--- src/sv/cpdb_pkg.sv ---
// Shared types and constants for the complementary PWM block.
// No dependencies; every other file depends on this package.
package cpdb_pkg;

   localparam int COUNTER_BITS_DEFAULT = 16;
   localparam int DELAY_BITS_DEFAULT   = 10;

   // Fixed widths of the transaction fields and configuration port
   localparam int CMD_BITS       = 3;
   localparam int VALUE_BITS     = 16;
   localparam int CSR_INDEX_BITS = 2;
   localparam int CSR_DATA_BITS  = 10;

   typedef enum logic [CMD_BITS-1:0] {
      CMD_TICK          = 3'd0,
      CMD_WRITE_COMPARE = 3'd1,
      CMD_WRITE_PERIOD  = 3'd2,
      CMD_FORCE_TRIP    = 3'd3,
      CMD_CLEAR_TRIP    = 3'd4,
      CMD_SET_FORCE     = 3'd5
   } cmd_type;

   typedef enum logic [CSR_INDEX_BITS-1:0] {
      CSR_DEAD_BAND_ENABLE = 2'd0,
      CSR_DEAD_BAND_DELAY  = 2'd1,
      CSR_TRIP_ENABLE      = 2'd2
   } csr_index_type;

   // Time base / action qualifier view after the current step
   typedef struct packed {
      logic level;       // qualifier level after this step
      logic level_prev;  // qualifier level before this step
      logic zero_event;  // counter reached zero on this tick
   } tb_status_type;

   // Dead-band outputs after the current step
   typedef struct packed {
      logic a;
      logic b;
   } db_status_type;

endpackage

--- src/sv/cpdb_if.sv ---
// Handshake interfaces for the request and response channels.
// Depends on cpdb_pkg for field widths.
interface cpdb_req_if;
   logic                              valid;
   logic                              ready;
   logic [cpdb_pkg::CMD_BITS-1:0]     cmd;
   logic [cpdb_pkg::VALUE_BITS-1:0]   value;
   logic                              trip_pin;

   modport source (output valid, output cmd, output value, output trip_pin, input ready);
   modport sink   (input valid, input cmd, input value, input trip_pin, output ready);
endinterface

interface cpdb_rsp_if;
   logic valid;
   logic ready;
   logic pwm_a;
   logic pwm_b;
   logic adc_trigger;
   logic trip_latched;
   logic trip_interrupt;

   modport source (output valid, output pwm_a, output pwm_b, output adc_trigger,
                   output trip_latched, output trip_interrupt, input ready);
   modport sink   (input valid, input pwm_a, input pwm_b, input adc_trigger,
                   input trip_latched, input trip_interrupt, output ready);
endinterface

--- src/sv/cpdb_timebase.sv ---
// Up-down counter, shadowed period/compare and action qualifier.
// Depends on cpdb_pkg.
module cpdb_timebase #(
   parameter int COUNTER_BITS = cpdb_pkg::COUNTER_BITS_DEFAULT
) (
   input  logic                              clock,
   input  logic                              reset,
   input  logic                              step,
   input  cpdb_pkg::cmd_type                 cmd,
   input  logic [cpdb_pkg::VALUE_BITS-1:0]   value,
   output cpdb_pkg::tb_status_type           status
);
   import cpdb_pkg::*;

   logic [COUNTER_BITS-1:0] counter_ff, counter_in;
   logic                    count_down_ff, count_down_in;
   logic [COUNTER_BITS-1:0] period_active_ff, period_active_in;
   logic [COUNTER_BITS-1:0] period_shadow_ff, period_shadow_in;
   logic [COUNTER_BITS-1:0] compare_active_ff, compare_active_in;
   logic [COUNTER_BITS-1:0] compare_shadow_ff, compare_shadow_in;
   logic                    level_ff, level_in;
   logic                    force_high_ff, force_high_in;

   logic [COUNTER_BITS+VALUE_BITS-1:0] value_wide;
   logic [COUNTER_BITS-1:0]            value_cnt;
   logic                               moved_up;
   logic                               zero_event;

   // Zero-extend then cut to the counter width
   assign value_wide = {{COUNTER_BITS{1'b0}}, value};
   assign value_cnt  = value_wide[COUNTER_BITS-1:0];

   always_comb begin
      counter_in        = counter_ff;
      count_down_in     = count_down_ff;
      period_active_in  = period_active_ff;
      period_shadow_in  = period_shadow_ff;
      compare_active_in = compare_active_ff;
      compare_shadow_in = compare_shadow_ff;
      level_in          = level_ff;
      force_high_in     = force_high_ff;
      moved_up          = 1'b0;
      zero_event        = 1'b0;
      case (cmd)
         CMD_TICK: begin
            if (!count_down_ff) begin
               if (counter_ff >= period_active_ff) begin
                  count_down_in = 1'b1;
                  if (counter_ff != '0) counter_in = counter_ff - 1'b1;
               end else begin
                  counter_in = counter_ff + 1'b1;
                  moved_up   = 1'b1;
               end
            end else begin
               if (counter_ff == '0) begin
                  count_down_in = 1'b0;
                  if (period_active_ff != '0) begin
                     counter_in = COUNTER_BITS'(1);
                     moved_up   = 1'b1;
                  end
               end else begin
                  counter_in = counter_ff - 1'b1;
               end
            end
            if (counter_in != counter_ff && counter_in == compare_active_ff)
               level_in = !moved_up;
            zero_event = (counter_in == '0);
            if (zero_event) begin
               period_active_in  = period_shadow_ff;
               compare_active_in = compare_shadow_ff;
            end
            if (force_high_ff) level_in = 1'b1;
         end
         CMD_WRITE_COMPARE: compare_shadow_in = value_cnt;
         CMD_WRITE_PERIOD:  period_shadow_in  = value_cnt;
         CMD_SET_FORCE:     force_high_in     = value[0];
         default: ;
      endcase
   end

   always_ff @(posedge clock) begin
      if (reset) begin
         counter_ff        <= '0;
         count_down_ff     <= 1'b0;
         period_active_ff  <= '0;
         period_shadow_ff  <= '0;
         compare_active_ff <= '0;
         compare_shadow_ff <= '0;
         level_ff          <= 1'b0;
         force_high_ff     <= 1'b0;
      end else if (step) begin
         counter_ff        <= counter_in;
         count_down_ff     <= count_down_in;
         period_active_ff  <= period_active_in;
         period_shadow_ff  <= period_shadow_in;
         compare_active_ff <= compare_active_in;
         compare_shadow_ff <= compare_shadow_in;
         level_ff          <= level_in;
         force_high_ff     <= force_high_in;
      end
   end

   assign status.level      = level_in;
   assign status.level_prev = level_ff;
   assign status.zero_event = zero_event;

endmodule

--- src/sv/cpdb_dead_band.sv ---
// Dead-band edge delay producing the complementary A/B pair.
// Depends on cpdb_pkg.
module cpdb_dead_band #(
   parameter int DELAY_BITS = cpdb_pkg::DELAY_BITS_DEFAULT
) (
   input  logic                     clock,
   input  logic                     reset,
   input  logic                     step,
   input  logic                     tick,
   input  logic [DELAY_BITS-1:0]    limit,
   input  cpdb_pkg::tb_status_type  tb,
   output cpdb_pkg::db_status_type  status
);
   import cpdb_pkg::*;

   logic [DELAY_BITS-1:0] edge_count_ff, edge_count_in;
   logic                  delayed_a_ff, delayed_a_in;
   logic                  delayed_b_ff, delayed_b_in;
   logic                  settled;

   always_comb begin
      edge_count_in = edge_count_ff;
      delayed_a_in  = delayed_a_ff;
      delayed_b_in  = delayed_b_ff;
      settled       = 1'b0;
      if (tick) begin
         // Restart on a level change, saturate at the delay
         if (tb.level != tb.level_prev)
            edge_count_in = '0;
         else if (edge_count_ff < limit)
            edge_count_in = edge_count_ff + 1'b1;
         settled      = (edge_count_in >= limit);
         delayed_a_in = tb.level && settled;
         delayed_b_in = !tb.level && settled;
      end
   end

   always_ff @(posedge clock) begin
      if (reset) begin
         edge_count_ff <= '0;
         delayed_a_ff  <= 1'b0;
         delayed_b_ff  <= 1'b1;
      end else if (step) begin
         edge_count_ff <= edge_count_in;
         delayed_a_ff  <= delayed_a_in;
         delayed_b_ff  <= delayed_b_in;
      end
   end

   assign status.a = delayed_a_in;
   assign status.b = delayed_b_in;

endmodule

--- src/sv/complementary_pwm_dead_band_trip.sv ---
// Center-aligned PWM with dead band and one-shot trip latch: top level.
// Path: an accepted request waits in the input register and moves into the result
// register when that is free; the response is then valid, and rsp stalls hold it.
// Throughput: one transaction per cycle unless rsp stalls; the next transaction
// depends only on state updated in the compute step between input and result register.
// Reset (synchronous, active high) clears valid, control and config state; data registers are not reset.
// Depends on cpdb_pkg, cpdb_if, cpdb_timebase and cpdb_dead_band.
module complementary_pwm_dead_band_trip #(
   parameter int COUNTER_BITS = cpdb_pkg::COUNTER_BITS_DEFAULT,
   parameter int DELAY_BITS   = cpdb_pkg::DELAY_BITS_DEFAULT
) (
   input  logic                                  clock,
   input  logic                                  reset,
   cpdb_req_if.sink                              req,
   cpdb_rsp_if.source                            rsp,
   input  logic                                  csr_write_enable,
   input  logic [cpdb_pkg::CSR_INDEX_BITS-1:0]   csr_index,
   input  logic [cpdb_pkg::CSR_DATA_BITS-1:0]    csr_write_data
);
   import cpdb_pkg::*;

   // Configuration registers
   logic                     dead_band_enable_ff;
   logic [CSR_DATA_BITS-1:0] dead_band_delay_ff;
   logic                     trip_enable_ff;

   // Input register stage
   logic                     in_valid_ff;
   logic [CMD_BITS-1:0]      cmd_ff;
   logic [VALUE_BITS-1:0]    value_ff;
   logic                     trip_pin_ff;

   // Result register stage
   logic rsp_valid_ff, rsp_valid_in;
   logic pwm_a_ff, pwm_a_in;
   logic pwm_b_ff, pwm_b_in;
   logic adc_trigger_ff;
   logic trip_latch_ff, trip_latch_in;

   logic                          advance;
   logic                          tick;
   cmd_type                       cmd;
   tb_status_type                 tb_status;
   db_status_type                 db_status;
   logic [DELAY_BITS+CSR_DATA_BITS-1:0] delay_wide;
   logic [DELAY_BITS-1:0]         delay_limit;

   // Move the held transaction into the result register when it is free
   assign advance   = in_valid_ff && (!rsp_valid_ff || rsp.ready);
   assign req.ready = !in_valid_ff || advance;
   assign cmd       = cmd_type'(cmd_ff);
   assign tick      = (cmd == CMD_TICK);

   // Fit the delay register to the edge counter width
   assign delay_wide  = {{DELAY_BITS{1'b0}}, dead_band_delay_ff};
   assign delay_limit = delay_wide[DELAY_BITS-1:0];

   always_ff @(posedge clock) begin
      if (reset) begin
         dead_band_enable_ff <= 1'b1;
         dead_band_delay_ff  <= '0;
         trip_enable_ff      <= 1'b1;
      end else if (csr_write_enable) begin
         case (csr_index_type'(csr_index))
            CSR_DEAD_BAND_ENABLE: dead_band_enable_ff <= csr_write_data[0];
            CSR_DEAD_BAND_DELAY:  dead_band_delay_ff  <= csr_write_data;
            CSR_TRIP_ENABLE:      trip_enable_ff      <= csr_write_data[0];
            default: ;  // drop writes beyond the register list
         endcase
      end
   end

   // Input register: hold a transaction until the compute stage takes it
   always_ff @(posedge clock) begin
      if (reset) begin
         in_valid_ff <= 1'b0;
      end else if (req.ready) begin
         in_valid_ff <= req.valid;
      end
      if (req.ready && req.valid) begin
         cmd_ff      <= req.cmd;
         value_ff    <= req.value;
         trip_pin_ff <= req.trip_pin;
      end
   end

   cpdb_timebase #(
      .COUNTER_BITS (COUNTER_BITS)
   ) u_timebase (
      .clock  (clock),
      .reset  (reset),
      .step   (advance),
      .cmd    (cmd),
      .value  (value_ff),
      .status (tb_status)
   );

   cpdb_dead_band #(
      .DELAY_BITS (DELAY_BITS)
   ) u_dead_band (
      .clock  (clock),
      .reset  (reset),
      .step   (advance),
      .tick   (tick),
      .limit  (delay_limit),
      .tb     (tb_status),
      .status (db_status)
   );

   // Trip latch: set by pin on a tick or by software, cleared by software
   always_comb begin
      trip_latch_in = trip_latch_ff;
      case (cmd)
         CMD_TICK:       if (trip_enable_ff && trip_pin_ff) trip_latch_in = 1'b1;
         CMD_FORCE_TRIP: trip_latch_in = 1'b1;
         CMD_CLEAR_TRIP: trip_latch_in = 1'b0;
         default: ;
      endcase
   end

   // Output selection: dead band or raw level, then trip override
   always_comb begin
      if (dead_band_enable_ff) begin
         pwm_a_in = db_status.a;
         pwm_b_in = db_status.b;
      end else begin
         pwm_a_in = tb_status.level;
         pwm_b_in = tb_status.level;
      end
      if (trip_latch_in) begin
         pwm_a_in = 1'b1;
         pwm_b_in = 1'b0;
      end
   end

   always_comb begin
      if (advance)
         rsp_valid_in = 1'b1;
      else if (rsp.ready)
         rsp_valid_in = 1'b0;
      else
         rsp_valid_in = rsp_valid_ff;
   end

   always_ff @(posedge clock) begin
      if (reset) begin
         rsp_valid_ff  <= 1'b0;
         trip_latch_ff <= 1'b0;
      end else begin
         rsp_valid_ff <= rsp_valid_in;
         if (advance) trip_latch_ff <= trip_latch_in;
      end
      if (advance) begin
         pwm_a_ff       <= pwm_a_in;
         pwm_b_ff       <= pwm_b_in;
         adc_trigger_ff <= tb_status.zero_event;
      end
   end

   assign rsp.valid          = rsp_valid_ff;
   assign rsp.pwm_a          = pwm_a_ff;
   assign rsp.pwm_b          = pwm_b_ff;
   assign rsp.adc_trigger    = adc_trigger_ff;
   assign rsp.trip_latched   = trip_latch_ff;
   assign rsp.trip_interrupt = trip_latch_ff;

endmodule

--- src/flat_wrapper.sv ---
// flat-port wrapper written by rule: the top's interface ports become plain ports
module complementary_pwm_dead_band_trip_flat import cpdb_pkg::*;
#(
   parameter int COUNTER_BITS = cpdb_pkg::COUNTER_BITS_DEFAULT,
   parameter int DELAY_BITS   = cpdb_pkg::DELAY_BITS_DEFAULT
)
  (clock, reset, csr_write_enable, csr_index, csr_write_data, req_valid, req_cmd, req_value, req_trip_pin, req_ready, rsp_valid, rsp_pwm_a, rsp_pwm_b, rsp_adc_trigger, rsp_trip_latched, rsp_trip_interrupt, rsp_ready);
  cpdb_req_if req_i ();
  cpdb_rsp_if rsp_i ();
  input  logic clock;
  input  logic reset;
  input  logic csr_write_enable;
  input  logic [cpdb_pkg::CSR_INDEX_BITS-1:0] csr_index;
  input  logic [cpdb_pkg::CSR_DATA_BITS-1:0] csr_write_data;
  input wire logic [$bits(req_i.valid)-1:0] req_valid;
  input wire logic [$bits(req_i.cmd)-1:0] req_cmd;
  input wire logic [$bits(req_i.value)-1:0] req_value;
  input wire logic [$bits(req_i.trip_pin)-1:0] req_trip_pin;
  output wire logic [$bits(req_i.ready)-1:0] req_ready;
  output wire logic [$bits(rsp_i.valid)-1:0] rsp_valid;
  output wire logic [$bits(rsp_i.pwm_a)-1:0] rsp_pwm_a;
  output wire logic [$bits(rsp_i.pwm_b)-1:0] rsp_pwm_b;
  output wire logic [$bits(rsp_i.adc_trigger)-1:0] rsp_adc_trigger;
  output wire logic [$bits(rsp_i.trip_latched)-1:0] rsp_trip_latched;
  output wire logic [$bits(rsp_i.trip_interrupt)-1:0] rsp_trip_interrupt;
  input wire logic [$bits(rsp_i.ready)-1:0] rsp_ready;
  assign req_i.valid = req_valid;
  assign req_i.cmd = req_cmd;
  assign req_i.value = req_value;
  assign req_i.trip_pin = req_trip_pin;
  assign req_ready = req_i.ready;
  assign rsp_valid = rsp_i.valid;
  assign rsp_pwm_a = rsp_i.pwm_a;
  assign rsp_pwm_b = rsp_i.pwm_b;
  assign rsp_adc_trigger = rsp_i.adc_trigger;
  assign rsp_trip_latched = rsp_i.trip_latched;
  assign rsp_trip_interrupt = rsp_i.trip_interrupt;
  assign rsp_i.ready = rsp_ready;
  complementary_pwm_dead_band_trip #(.COUNTER_BITS(COUNTER_BITS), .DELAY_BITS(DELAY_BITS)) u_core (.clock(clock), .reset(reset), .req(req_i), .rsp(rsp_i), .csr_write_enable(csr_write_enable), .csr_index(csr_index), .csr_write_data(csr_write_data));
endmodule
--- config.mk ---
export PLATFORM = sky130hd
export DESIGN_NAME = complementary_pwm_dead_band_trip_flat
export DESIGN_NICKNAME = d
export VERILOG_FILES = /design/src/sv/cpdb_pkg.sv /design/src/sv/cpdb_if.sv /design/src/sv/cpdb_timebase.sv /design/src/sv/cpdb_dead_band.sv /design/src/sv/complementary_pwm_dead_band_trip.sv /design/src/flat_wrapper.sv
export SDC_FILE = /design/constraint.sdc
export NUM_CORES = 1
export LEC_CHECK = 0
export BUFFER_PORTS_ARGS = -buffer_cell sky130_fd_sc_hd__buf_2
export CORE_UTILIZATION = 28
export DETAILED_ROUTE_END_ITERATION = 6
export SLEW_MARGIN = 40
export SYNTH_ARGS = -nofsm -noshare
export SYNTH_HDL_FRONTEND = slang
export SYNTH_SLANG_ARGS = --single-unit
--- constraint.sdc ---
create_clock -name clock -period 5.7 [get_ports clock]
set_input_delay 0.285 -clock clock [delete_from_list [all_inputs] [get_ports clock]]
set_output_delay 0.285 -clock clock [all_outputs]
set_load 0.01 [all_outputs]
== Word level (Yosys, flattened, before mapping) ==
Index checks and enable logic that the tools add are counted.
Storage, ports and cells
  register bits after elaboration: 133
  input port bits: 37
  output and inout port bits: 7
  logic and storage cells: 94
Cells by class
  add/subtract/negate cells: 3
  order comparisons: 3
  equality and inequality tests: 10
  muxes and demuxes: 28
  reduce and logical (&&, ||, !) cells: 27
Operators by type and width (count)
  16-bit two-way mux: 6
  16-bit logical NOT: 2
  16-bit nonzero test: 2
  10-bit two-way mux: 3
  1-bit two-way mux: 18
  16-bit by 1-bit adder with 16-bit output (second input constant): 1
  16-bit == test: 1
  16-bit greater-or-equal comparator: 1
  16-bit != test: 1
  16-bit by 1-bit subtractor with 16-bit output (second input constant): 1
  2-bit AND reduction: 7
  10-bit by 1-bit adder with 10-bit output (second input constant): 1
  10-bit greater-or-equal comparator: 1
  10-bit less-than comparator: 1
  3-bit by 2-bit == test with 1-bit output (second input constant): 2
  3-bit == test (second input constant): 2
  1-bit logical AND: 6
  1-bit logical NOT: 4
  3-bit by 1-bit == test with 1-bit output (second input constant): 1
  3-bit logical NOT: 1
  1-bit one-hot mux with 3 select lines: 1
  3-bit AND reduction: 1
  2-bit by 1-bit == test with 1-bit output (second input constant): 1
  2-bit == test (second input constant): 1
  other kinds (4): 5

== Depth between registers and ports, before layout ==
Gate-level depths: netlist (run 1).
  depth after elaboration: 17
  mapped depth: 28
  mapped depth without buffers: 24

== Cells and area by module ==
From an unflattened synthesis (run 1), not the netlist that was laid out.
Second synthesis, totals
  cells, all modules: 962
  area, all modules: 8122.8 µm²
Modules (own cells, without submodules)
  cpdb_timebase: times used 1, cells an instance 708, area an instance 5512.8 µm², seq. area each 1661.6 µm²
  complementary_pwm_dead_band_trip: times used 1, cells an instance 89, area an instance 1336.3 µm², seq. area each 991.0 µm²
  cpdb_dead_band: times used 1, cells an instance 165, area an instance 1273.7 µm², seq. area each 240.2 µm²

== Worst setup path after synthesis (run 1) ==
Ideal clock, no wire load.
  path kind: register -> register
  start point: register u_core.u_timebase.counter_ff[0]
  end point: register u_core.pwm_b_ff (netlist: u_core.rsp.pwm_b), data pin
  setup time: 257 ps
  arrival time: 5653 ps
  data required time: 5443 ps
  slack: -210 ps
  cell stages (with the launch flop): 28
  path buffers: 3
  period minus slack after synthesis: 5910 ps
  cell sequence: dfxtp_1 -> clkbuf_1 -> inv_1 -> ha_1 -> a31oi_1 -> nor2b_1 -> o311a_1 -> nor3_1 -> buf_2 -> buf_2 -> nor4_1 -> a311oi_1 -> o211ai_1 -> nor4_4 -> a31oi_4 -> o21ai_4 -> a21oi_1 -> ha_1 -> a21o_1 -> a21o_1 -> a21o_1 -> a21o_1 -> a21oi_1 -> o21ai_0 -> a31oi_1 -> nand2b_1 -> o31a_1 -> o2bb2ai_1
Between the ends
  word-level cells in the longest chain between the ends: 17
  elaborated cells between the ends (all ways): 30
  classes of those cells: 2 x add/sub; 2 x order compare; 3 x eq/ne; 17 x mux; 6 x reduce/logical
Ends and longest elaborated chain
  start: declaration: RTL line cpdb_timebase.sv:15  | logic [COUNTER_BITS-1:0] counter_ff, counter_in;
  start signal: assignment: RTL line cpdb_timebase.sv:92  | counter_ff <= counter_in;
  16-bit by 1-bit subtractor with 16-bit output / 16-bit nonzero test (equally long branches): RTL line cpdb_timebase.sv:49, cpdb_timebase.sv:62
  16-bit two-way mux: RTL line cpdb_timebase.sv:49  | if (counter_ff != '0) counter_in = counter_ff - 1'b1;
  16-bit two-way mux: RTL line cpdb_timebase.sv:47  | if (counter_ff >= period_active_ff) begin
  16-bit two-way mux: RTL line cpdb_timebase.sv:46  | if (!count_down_ff) begin
  16-bit two-way mux: RTL line cpdb_timebase.sv:44  | case (cmd)
  16-bit != test / 16-bit == test (equally long branches): RTL line cpdb_timebase.sv:65  | if (counter_in != counter_ff && counter_in == compare_active_ff)
  1-bit logical AND: RTL line cpdb_timebase.sv:65
  1-bit two-way mux (*): RTL line cpdb_timebase.sv:65
  1-bit two-way mux (*): RTL line cpdb_timebase.sv:72  | if (force_high_ff) level_in = 1'b1;
  1-bit two-way mux (*): RTL line cpdb_timebase.sv:44
  1-bit != test: RTL line cpdb_dead_band.sv:28  | if (tb.level != tb.level_prev)
  10-bit two-way mux: RTL line cpdb_dead_band.sv:28
  10-bit two-way mux: RTL line cpdb_dead_band.sv:26  | if (tick) begin
  10-bit greater-or-equal comparator: RTL line cpdb_dead_band.sv:32  | settled = (edge_count_in >= limit);
  1-bit logical AND: RTL line cpdb_dead_band.sv:34  | delayed_b_in = !tb.level && settled;
  1-bit two-way mux: RTL line cpdb_dead_band.sv:26
  1-bit two-way mux (*): RTL line complementary_pwm_dead_band_trip.sv:123  | if (dead_band_enable_ff) begin
  end signal: assignment: RTL line complementary_pwm_dead_band_trip.sv:155  | pwm_b_ff <= pwm_b_in;
  end: declaration: RTL line complementary_pwm_dead_band_trip.sv:36  | logic pwm_b_ff, pwm_b_in;
Mark *: on every way between the ends. The rest lies on a longest branch, timed or not. The select of a mux whose other input is x is not followed.
A chain may end at the register's enable or synchronous reset.

== Worst setup path after layout (run 1) ==
  start point: register u_core.u_timebase.counter_ff[7]
  end point: register u_core.pwm_b_ff (netlist: u_core.rsp.pwm_b), data pin
Same word-level chain as after synthesis.

==> results of run 1 <==
==> power by group through the flow <==
stage	clock network, W	logic, W	registers (W)
after floorplan	0	0.000190	0.00101
after global placement	0	0.000277	0.00101
after detailed placement	0	0.000278	0.00101
after CTS	0.00116	0.000281	0.000992
after global routing	0.00120	0.000327	0.000995
final	0.00114	0.000303	0.000993
==> critical path: stages, from the launching register on <==
cell and delay [ns]:
sky130_fd_sc_hd__dfxtp_1 0.37, sky130_fd_sc_hd__buf_4 0.19, sky130_fd_sc_hd__or4_1 0.47, sky130_fd_sc_hd__o41a_1 0.49, sky130_fd_sc_hd__a31oi_2 0.23, sky130_fd_sc_hd__o221ai_1 0.18, sky130_fd_sc_hd__a22oi_2 0.17, sky130_fd_sc_hd__nand4b_1 0.12
sky130_fd_sc_hd__a2111o_1 0.47, sky130_fd_sc_hd__nor4_4 0.24, sky130_fd_sc_hd__buf_6 0.16, sky130_fd_sc_hd__a31oi_4 0.10, sky130_fd_sc_hd__o21ai_4 0.19, sky130_fd_sc_hd__buf_4 0.19, sky130_fd_sc_hd__a21oi_1 0.08, sky130_fd_sc_hd__ha_1 0.28
sky130_fd_sc_hd__a21o_1 0.15, sky130_fd_sc_hd__a21o_1 0.17, sky130_fd_sc_hd__a21o_1 0.16, sky130_fd_sc_hd__a21oi_1 0.13, sky130_fd_sc_hd__o21ai_1 0.08, sky130_fd_sc_hd__a31oi_2 0.23, sky130_fd_sc_hd__nand2b_1 0.13, sky130_fd_sc_hd__o31a_1 0.16
sky130_fd_sc_hd__o2bb2ai_1 0.06
==> layout make-up <==
class                           instances  area (um2)  area share [%]
Timing Repair Buffer                  108         742            7.82
Clock buffer                           20         479            5.05
Inverter                               43         161            1.70
Clock inverter                         12         138            1.45
Tap cell                              341         427            4.50
Multi-Input combinational cell        683        4640            48.9
Sequential cell                       133        2900            30.6
==> cell usage in the layout, fill, tap and decap left out, drive strengths merged, types with 4 or more instances in the layout <==
master   synthesis  final
dfxtp          110    110
buf             11    108
nor2           107    107
nand2          100    100
mux2i           71     71
a21oi           65     65
inv             41     46
ha              39     39
nor3            31     31
edfxtp          23     23
o21ai           23     23
nand3           22     22
nor4            22     22
clkbuf          43     20
a31oi           15     15
nand4           14     14
xnor2           14     14
nand2b          10     10
o211ai          10     10
xor2             9      9
or3              8      8
a21o             8      8
o221ai           7      7
nor2b            7      7
clkinv           2      7
o31a             6      6
and3             6      6
a2bb2oi          6      6
or4              6      6
nor4b            5      5
and2             5      5
a211oi           4      4
o2111ai          4      4
nor3b            4      4
==> per-layer routing <==
metal / wire [um] / vias to the layer above / part of all wire [%] / GRT usage, %
li1: - / 3456 / - / -
met5: 0 / - / 0 / 0
met1: 10100 / 3327 / 46 / 20.6
met3: 1360 / 40 / 6.1 / 3.06
met4: 461 / 0 / 2.1 / 5.26
met2: 10100 / 264 / 46 / 25.2
==> stage by stage <==
step	instance area [um2]	util (%)
2_1_floorplan	7770	-
3_3_place_gp	8630	31.9
3_5_place_dp	8630	31.9
4_1_cts	9270	34.3
5_1_grt	9490	35.1
6_report	9490	35.1
==> worst min path at each step <==
stage                                                 end  cells after the start                                  start  slack (ns)
floorplan                                   u_core.cmd[0]                      0                             req_cmd[0]        0.38
global route                          u_core.value_ff[12]                      1                          req_value[12]        0.02
detailed placement  u_core.u_timebase.period_shadow_ff[7]                      2  u_core.u_timebase.period_shadow_ff[7]        0.45
CTS                                    u_core.value_ff[9]                      1                           req_value[9]        0.02
global placement    u_core.u_timebase.period_shadow_ff[3]                      2  u_core.u_timebase.period_shadow_ff[3]        0.44
finish                                u_core.value_ff[12]                      1                          req_value[12]        0.03
==> synth_stat cells (8+ instances only) <==
master                     count
sky130_fd_sc_hd__inv_1        41
sky130_fd_sc_hd__xnor2_1      14
sky130_fd_sc_hd__nand4_1      14
sky130_fd_sc_hd__nor2_1      107
sky130_fd_sc_hd__nand2_1     100
sky130_fd_sc_hd__a21o_1        8
sky130_fd_sc_hd__a21oi_1      65
sky130_fd_sc_hd__nor3_1       31
sky130_fd_sc_hd__nand2b_1     10
sky130_fd_sc_hd__mux2i_1      71
sky130_fd_sc_hd__o21ai_0      21
sky130_fd_sc_hd__dfxtp_1     110
sky130_fd_sc_hd__xor2_1        9
sky130_fd_sc_hd__nor4_1       19
sky130_fd_sc_hd__a31oi_1      14
sky130_fd_sc_hd__clkbuf_1     43
sky130_fd_sc_hd__ha_1         39
sky130_fd_sc_hd__o211ai_1     10
sky130_fd_sc_hd__nand3_1      21
sky130_fd_sc_hd__or3_1         8
sky130_fd_sc_hd__edfxtp_1     23
==> logic make-up (layout without fill, tap and decap cells) <==
logic type | count (synthesis) | after routing | share of synthesized area, %
muxes | 73 | 73 | 9.47
adders and majority gates | 39 | 39 | 6.30
AOI/OAI and AO/OA | 188 | 188 | 16.7
and+or+nand+nor | 360 | 360 | 22.7
buffers and inverters | 97 | 183 | 4.90
DFF | 133 | 133 | 37.4
xor gates and xnor gates | 23 | 23 | 2.60
==> flip-flops by register name, summed over array words and instances, names as in the netlist <==
signal,flops
u_core.u_timebase.compare_active_ff,16
u_core.u_timebase.compare_shadow_ff,16
u_core.u_timebase.counter_ff,16
u_core.u_timebase.period_active_ff,16
u_core.u_timebase.period_shadow_ff,16
u_core.value_ff,16
u_core.dead_band_delay_ff,10
u_core.u_dead_band.edge_count_ff,10
u_core.cmd,3
u_core.dead_band_enable_ff,1
u_core.in_valid_ff,1
u_core.rsp.adc_trigger,1
u_core.rsp.pwm_a,1
u_core.rsp.pwm_b,1
u_core.rsp.trip_interrupt,1
u_core.rsp.valid,1
u_core.trip_enable_ff,1
u_core.trip_pin_ff,1
u_core.u_dead_band.delayed_a_ff,1
u_core.u_dead_band.delayed_b_ff,1
u_core.u_timebase.count_down_ff,1
u_core.u_timebase.force_high_ff,1
u_core.u_timebase.level_ff,1
==> repair_timing <==
item | in CTS | in global routing
cloned | 0 | 0
pin swaps | 1 | 13
setup endpoints to repair | 1 | 4
setup buffers | 0 | 9
gates resized for setup | 2 | 30
==> impl.org, run 1 <==
** Outcome
- The flow ran to the end, and the final reports show no timing, DRC or antenna violations.

** Global route
- Wire length of the first global-routing pass :: 34,900 um
- Vias in the first global route :: approximately 6.5k
- The number of antenna violations at the first check in global routing is 0.
- Total grt overflow :: 0
- Pin count of the biggest net entering global routing :: between 80 and 90
- Global-route usage over all layers :: between 10% and 20%

** Clock tree
- Clock slew seen by the registers of the worst setup and hold paths :: 0.06 ns
- H-tree levels :: 4
- The cell sitting at the root of the clock tree is a sky130_fd_sc_hd__clkbuf_16.
- TritonCTS built the clock tree.
- Clock sinks :: 133
- The longest clock path from root to sink contains 2 buffers.
- Clock latency on the worst-skew pair, taken at its later pin, is 0.42 ns.
- For this design, the CTS-stage hold fixing added 0 buffers.
- Total clock buffers created by CTS :: 17

** Critical path
- STA classifies the critical path startpoint as a flop.
- In this run the worst path has a maximum fanout of 9.
- R2R Path End :: u_core.rsp.pwm_b
- The startpoint identified for the worst register-to-register timing path is u_core.u_timebase.counter_ff[7].
- Worst Path Required :: 5.87 ns
- In this run the worst setup path begins at u_core.u_timebase.counter_ff[7].
- Crit path to :: u_core.rsp.pwm_b
- Measured in cells, the most critical reg-to-reg path has a length of 24.
- Startpoint-to-endpoint class of the critical path :: reg2reg
- Nature of the critical path endpoint :: flop
- For flop-to-flop paths, the worst setup slack is 0.25 ns.
- STA puts the critical path data arrival time at 5.62 ns.

** Job
- Max-cap violations :: 0

** Yosys
- Sequential cells were found to cover 37.4% of the synthesized design area.
- Post-synthesis register bit count :: around 130
- Cell area after technology mapping :: 0.00774 mm2
- Number of library cell types mapped by synthesis :: 74
- After synthesis, the largest area contributor takes up 28.4% of total cell area.
- Among all flip-flop cells after synthesis, the most frequent one is sky130_fd_sc_hd__dfxtp_1.
- In this run the mean area of a mapped cell was 8.48 um2.
- Gate count of the mapped netlist :: 913
- The number of nets in the synthesized netlist is 989.
- Number of synthesized flops with an enable pin :: 23
- Count of yosys warnings during synthesis :: 0
- In the synthesized netlist the async set-or-reset flop fraction comes to 0%.
- Cell accounting for the most synthesized area :: sky130_fd_sc_hd__dfxtp_1
- After synthesis, the cell types taking the most area are sky130_fd_sc_hd__dfxtp_1 28%, sky130_fd_sc_hd__mux2i_1 9.2%, sky130_fd_sc_hd__edfxtp_1 8.9%.

** STA
- Worst max-slew margin expressed relative to the limit :: 52.3%
- The number of pins with negative max-slew slack in the final report is 0.
- Between clock sinks in the finished design, the worst skew comes to 0.0112 ns.
- For the finished layout, the period the worst path requires is around 5.5 ns.
- For the final routed database, the setup TNS stands at 0 ns.
- After layout, the worst path uses 95.7% of the clock period.
- Hold is met by 0.0337 ns.
- Final WS setup :: 0.246 ns
- Highest Clock Rate :: ~180 MHz
- At the pin with the least slew margin, the transition time is a little over 0.7 ns.
- The number of hold-slack violations in the final timing report is 0.
- Final setup violation count :: 0

** Power
- The internal portion of the total power is between 0.0015 and 0.002 W.
- Net switching power of the design :: between 0.0006 and 0.0007 W
- The share of total power dissipated in combinational logic is around an eighth.
- The share of total power dissipated in the clock network is 46.8%.
- Summed over all cells, the static leakage comes to 3.86 nW.
- Overall power consumption after layout is estimated at 0.00244 W.
- Registers are responsible for between 40% and 50% of the overall power.
- Largest voltage drop on the vdd net :: 0.000254 V
- Proportion of total power due to net switching :: 25.6%
- In this run the power density over the cells is 257 mW/mm2.

** Layout
- The filler cells instantiated in the layout total 2,798.
- The post-route netlist has 18.8% of its cells at a drive strength greater than 1.
- From synthesis to final layout, the design area changed by 22.6%.
- The number of antenna diodes in the final layout is 0.
- The final layout contains roughly 1.1k nets.
- For this run, the number of standard cells in the final layout without fillers is between 1k and 1.5k.

** Hold path
- Kind of path behind the tightest hold check :: in2reg

** Floorplan
- The floorplan step set the die width to 168 um.
- The core region is 0.0270 mm2.
- For this configuration, the core starts out at a cell density of 28.6%.
- Row cnt :: 60
- Top-level I/O count :: 44
- The die is 168 um tall.
- Area of the die :: 0.0283 mm2

** Placed design
- Port Buf Inserts :: 43
- RD Place Congestion :: 0.944
- Summed over all nets, the half-perimeter wirelength after detailed placement is around 16,000 um.
- Once placement completed, the tool counted placed cells totaling between 1k and 1.5k.
- Worst slack at placement :: -0.00396 ns

** Drt
- DRT iter0 DRCs :: between 600 and 700
- Remaining DRCs :: 0
- After detailed routing, the average wire length per cell comes to 16.5 um.
- Detailed routing inserted a total of 7,087 vias.
- DR pass1 iterations :: 5
- In the routed layout, each cell is associated on average with a via count of about 5.3.
- Final ANT Viol Nets :: 0
- Post-detailed-routing wire length :: 22,100 um
(Power assumes the default switching activity.)
==> inputs of run 2 (changes only) <==
--- a/config.mk
+++ b/config.mk
@@ -7,6 +7,7 @@
 export LEC_CHECK = 0
 export BUFFER_PORTS_ARGS = -buffer_cell sky130_fd_sc_hd__buf_2
 export CORE_UTILIZATION = 28
+export CTS_CLUSTER_DIAMETER = 150
 export DETAILED_ROUTE_END_ITERATION = 6
 export SLEW_MARGIN = 40
 export SYNTH_ARGS = -nofsm -noshare
==> constraint.sdc (replaced) <==
create_clock -name clock -period 5.5 [get_ports clock]
set_input_delay 0.275 -clock clock [delete_from_list [all_inputs] [get_ports clock]]
set_output_delay 0.275 -clock clock [all_outputs]
set_load 0.01 [all_outputs]
==> impl.org, run 2 (synthesis results as in run 1) <==
** Outcome
- Result of the run: finished, final reports clean (unchanged).

** Critical path
- Worst Setup SP :: u_core.u_timebase.period_active_ff[1] (was u_core.u_timebase.counter_ff[7])
- The depth of the most critical reg-to-reg path came to 28 (was 24).
- Startpoint-to-endpoint class of the critical path :: reg2reg (unchanged)
- The data arrival time of the critical path was 5.49 ns (was 5.62 ns).
- The cell repeated most along the worst path is sky130_fd_sc_hd__a21o_1 (unchanged).
- The launching point of the worst reg2reg path was u_core.u_timebase.period_active_ff[1] (was u_core.u_timebase.counter_ff[7]).
- Worst-path fanout max :: 6 (was 9)
- Highest cell delay on the worst timing path :: 0.38 ns (was 0.49 ns)
- Crit-path slowest cell :: sky130_fd_sc_hd__o311a_4 (was sky130_fd_sc_hd__o41a_1)
- Worst Setup Start Kind :: flop (unchanged)
- R2R Path End :: u_core.rsp.pwm_b (unchanged)
- R2R Setup Slk :: 0.18 ns (was 0.25 ns)
- Nature of the critical path endpoint :: flop (unchanged)
- The critical path data required time was 5.67 ns (was 5.87 ns).

** Clock tree
- CTS max path bufs :: 2 (unchanged)
- The TritonCTS clock tree is yes (unchanged).
- The CTS root buffer was sky130_fd_sc_hd__clkbuf_16 (unchanged).
- Clock sinks :: 133 (unchanged)
- The count of H-tree levels built during CTS was 4 (unchanged).
- Total clock buffers created by CTS :: 17 (unchanged)
- Clock slew seen by the registers of the worst setup and hold paths :: 0.06 ns (about the same)
- Post-CTS Hold Buffers :: 0 (unchanged)
- Clk_lat worst skew :: 0.43 ns (was 0.42 ns)

** STA
- Clock period minus final worst setup slack :: 5.32 ns (was 5.45 ns)
- Worst slew pin tran :: 0.809 ns (was 0.713 ns)
- The number of setup violations in the final report is 0 (unchanged).
- The number of pins with negative max-slew slack in the final report is 0 (unchanged).
- Final count of hold timing violations :: 0 (unchanged)
- The setup clock skew after layout is 0.0180 ns (was 0.0112 ns).
- Crit share post-route :: 96.7% (was 95.7%)
- Highest Clock Rate :: 188 MHz (was 183 MHz)
- The relative slew slack is 46.1% (was 52.3%).

** Drt
- The violation count after the first detailed-route iteration came to 508 (was 688).
- Post-detailed-routing wire length :: 22,300 um (was 22,100 um)
- Remaining DRCs :: 0 (unchanged)
- The average wire per standard cell is 16.4 um (was 16.5 um).
- Final ANT Viol Nets :: 0 (unchanged)
- The number of vias per cell came to 5.26 (was 5.29).
- Number of vias after detailed routing :: 7,143 (was 7,087)
- DR pass1 iterations :: 6 (was 5)

** Global route
- Pin count of the biggest net entering global routing :: 73 (was 85)
- The total congestion overflow came to 0 (unchanged).
- The total routing usage reported by global routing was 15.9% (was 15.5%).
- The global-route wire length before repair came to 35,800 um (was 34,900 um).
- Vias in the first global route :: 6,621 (was 6,506)
- Number of antenna violations at the first check in global routing :: 0 (unchanged)

** Floorplan
- Top-level I/O count :: 44 (unchanged)
- The die extent in y is 168 um (unchanged).
- The site row count came to 60 (unchanged).
- The width of the die was 168 um (unchanged).
- The area enclosed by the die boundary was 0.0283 mm2 (unchanged).
- The initial cell density of the core was 28.6% (unchanged).
- The area of the placeable core came to 0.0270 mm2 (unchanged).

** Hold path
- The hold path endpoint is u_core.value_ff[8] (was u_core.value_ff[12]).
- The startpoint of the tightest hold check path is req_value[8] (was req_value[12]).
- The classification of the worst-slack hold path was in2reg (unchanged).
- Number of cells on the worst hold path :: 1 (unchanged)

** Layout
- Diode insertion count for antenna repair :: 0 (unchanged)
- The share of layout cells above drive strength 1 came to 21.7% (was 18.8%).
- Most common library cell in the layout ignoring fill and taps :: sky130_fd_sc_hd__nor2_1 (unchanged)
- The number of fill cells in the layout came to 2,765 (was 2,798).
- The post-route cell area was 0.00972 mm2 (was 0.00949 mm2).
- Synthesis-to-layout area growth :: 25.6% (was 22.6%)
- The count of nets after finishing came to 1,081 (was 1,062).
- Most used cells in the layout excluding fill and tap cells: 107 x sky130_fd_sc_hd__nor2_1, 102 x sky130_fd_sc_hd__dfxtp_1, 98 x sky130_fd_sc_hd__nand2_1 (was 106 x sky130_fd_sc_hd__nor2_1, 105 x sky130_fd_sc_hd__dfxtp_1, 100 x sky130_fd_sc_hd__nand2_1).

** Power
- Reported leakage power :: 3.95 nW (was 3.86 nW)
- Final Total Pwr :: 0.00247 W (was 0.00244 W)
- Power density over the cells :: 254 mW/mm2 (was 257 mW/mm2)
- Largest voltage drop on the vdd net :: 0.000193 V (was 0.000254 V)

** Placed design
- The number of I/O port buffers came to 43 (unchanged).
- The placement-stage cell area was 0.00881 mm2 (was 0.00863 mm2).
- The placed wire-length estimate after detailed placement came to 16,500 um (was 16,400 um).
- RD Place Congestion :: 0.915 (was 0.944)

** Job
- Max-cap violations :: 0 (unchanged)
[run 2: cell types whose count changed in the layout (fill, tap and decap cells not counted), moves of 3 or more]
| cell | previous run | this run |
|---|---|---|
| sky130_fd_sc_hd__dfxtp_1 | 105 | 102 |
| sky130_fd_sc_hd__dfxtp_2 | 5 | 8 |
| sky130_fd_sc_hd__inv_6 | 4 | 1 |
| sky130_fd_sc_hd__buf_4 | 61 | 78 |
[run 2: critical path, delay by kind of cell, from the launching register on]
family	cells	cell delay (ns)
XOR/XNOR	1	0.15
AND/OR/NAND/NOR	5	0.86
AO/OA/AOI/OAI	14	2.34
adder cells (fa/ha/maj)	2	0.49
flip-flops	1	0.32
buffers and inverters	5	0.67
multiplexers	1	0.24
[run 2: timing repair]
action / CTS / global route
resized for setup: 4 / 48
setup buffers: 0 / 12
pin swaps: 1 / 26
endpoints found under the hold margin: 0 / 0
endpoints found under the setup margin: 3 / 4
[run 2: worst max-delay path by stage]
stage	end	slack, ns	depth (start not counted)
2_1_floorplan	u_core.rsp.pwm_b	0.008	26
5_1_grt	u_core.rsp.pwm_b	-0.04	27
3_3_place_gp	u_core.rsp.pwm_b	-0.03	23
4_1_cts	u_core.rsp.pwm_b	0.009	26
3_5_place_dp	u_core.rsp.pwm_b	-0.03	23
6_report	u_core.rsp.pwm_b	0.18	28
[run 2: per-stage QoR]
| step | hold WS, ns | std cells | worst slack (ns) | TNS [ns] | utilization [%] |
|---|---|---|---|---|---|
| after floorplan | 0.374 | 913 | 0.00838 | 0 | - |
| after global placement | 0.444 | 1315 | -0.0313 | -0.0313 | 32.6 |
| after detailed placement | 0.447 | 1315 | -0.0319 | -0.0319 | 32.6 |
| after CTS | 0.00954 | 1347 | 0.00900 | 0 | 34.8 |
| after global routing | 0.0145 | 1359 | -0.0359 | -0.0359 | 36.0 |
| final | 0.0258 | 1359 | 0.180 | 0 | 36.0 |
[run 2: report_power, final]
group          switching (W)  leakage [nW]  internal [W]
Clock               0.000432         0.286      0.000680
Combinational       0.000186          2.55      0.000143
Sequential         0.0000154          1.12       0.00101
Total               0.000634          3.95       0.00184
[run 2: per-layer routing]
metal | wire length [um] | global-route usage [%] | vias up | part of all wire, %
met5 | 0 | 0 | - | 0
met4 | 408 | 5.14 | 0 | 1.8
met3 | 1090 | 2.49 | 38 | 4.9
met2 | 10400 | 26.0 | 232 | 47
met1 | 10400 | 21.3 | 3368 | 47
li1 | - | - | 3505 | -
[run 2: area by class of cell]
cell class	count	area, um2	share of cell area, %
Clock buffer	20	447	4.59
Clock inverter	12	131	1.35
Inverter	43	161	1.66
Multi-Input combinational cell	683	4760	49.0
Sequential cell	133	2900	29.9
Tap cell	341	427	4.39
Timing Repair Buffer	127	892	9.18
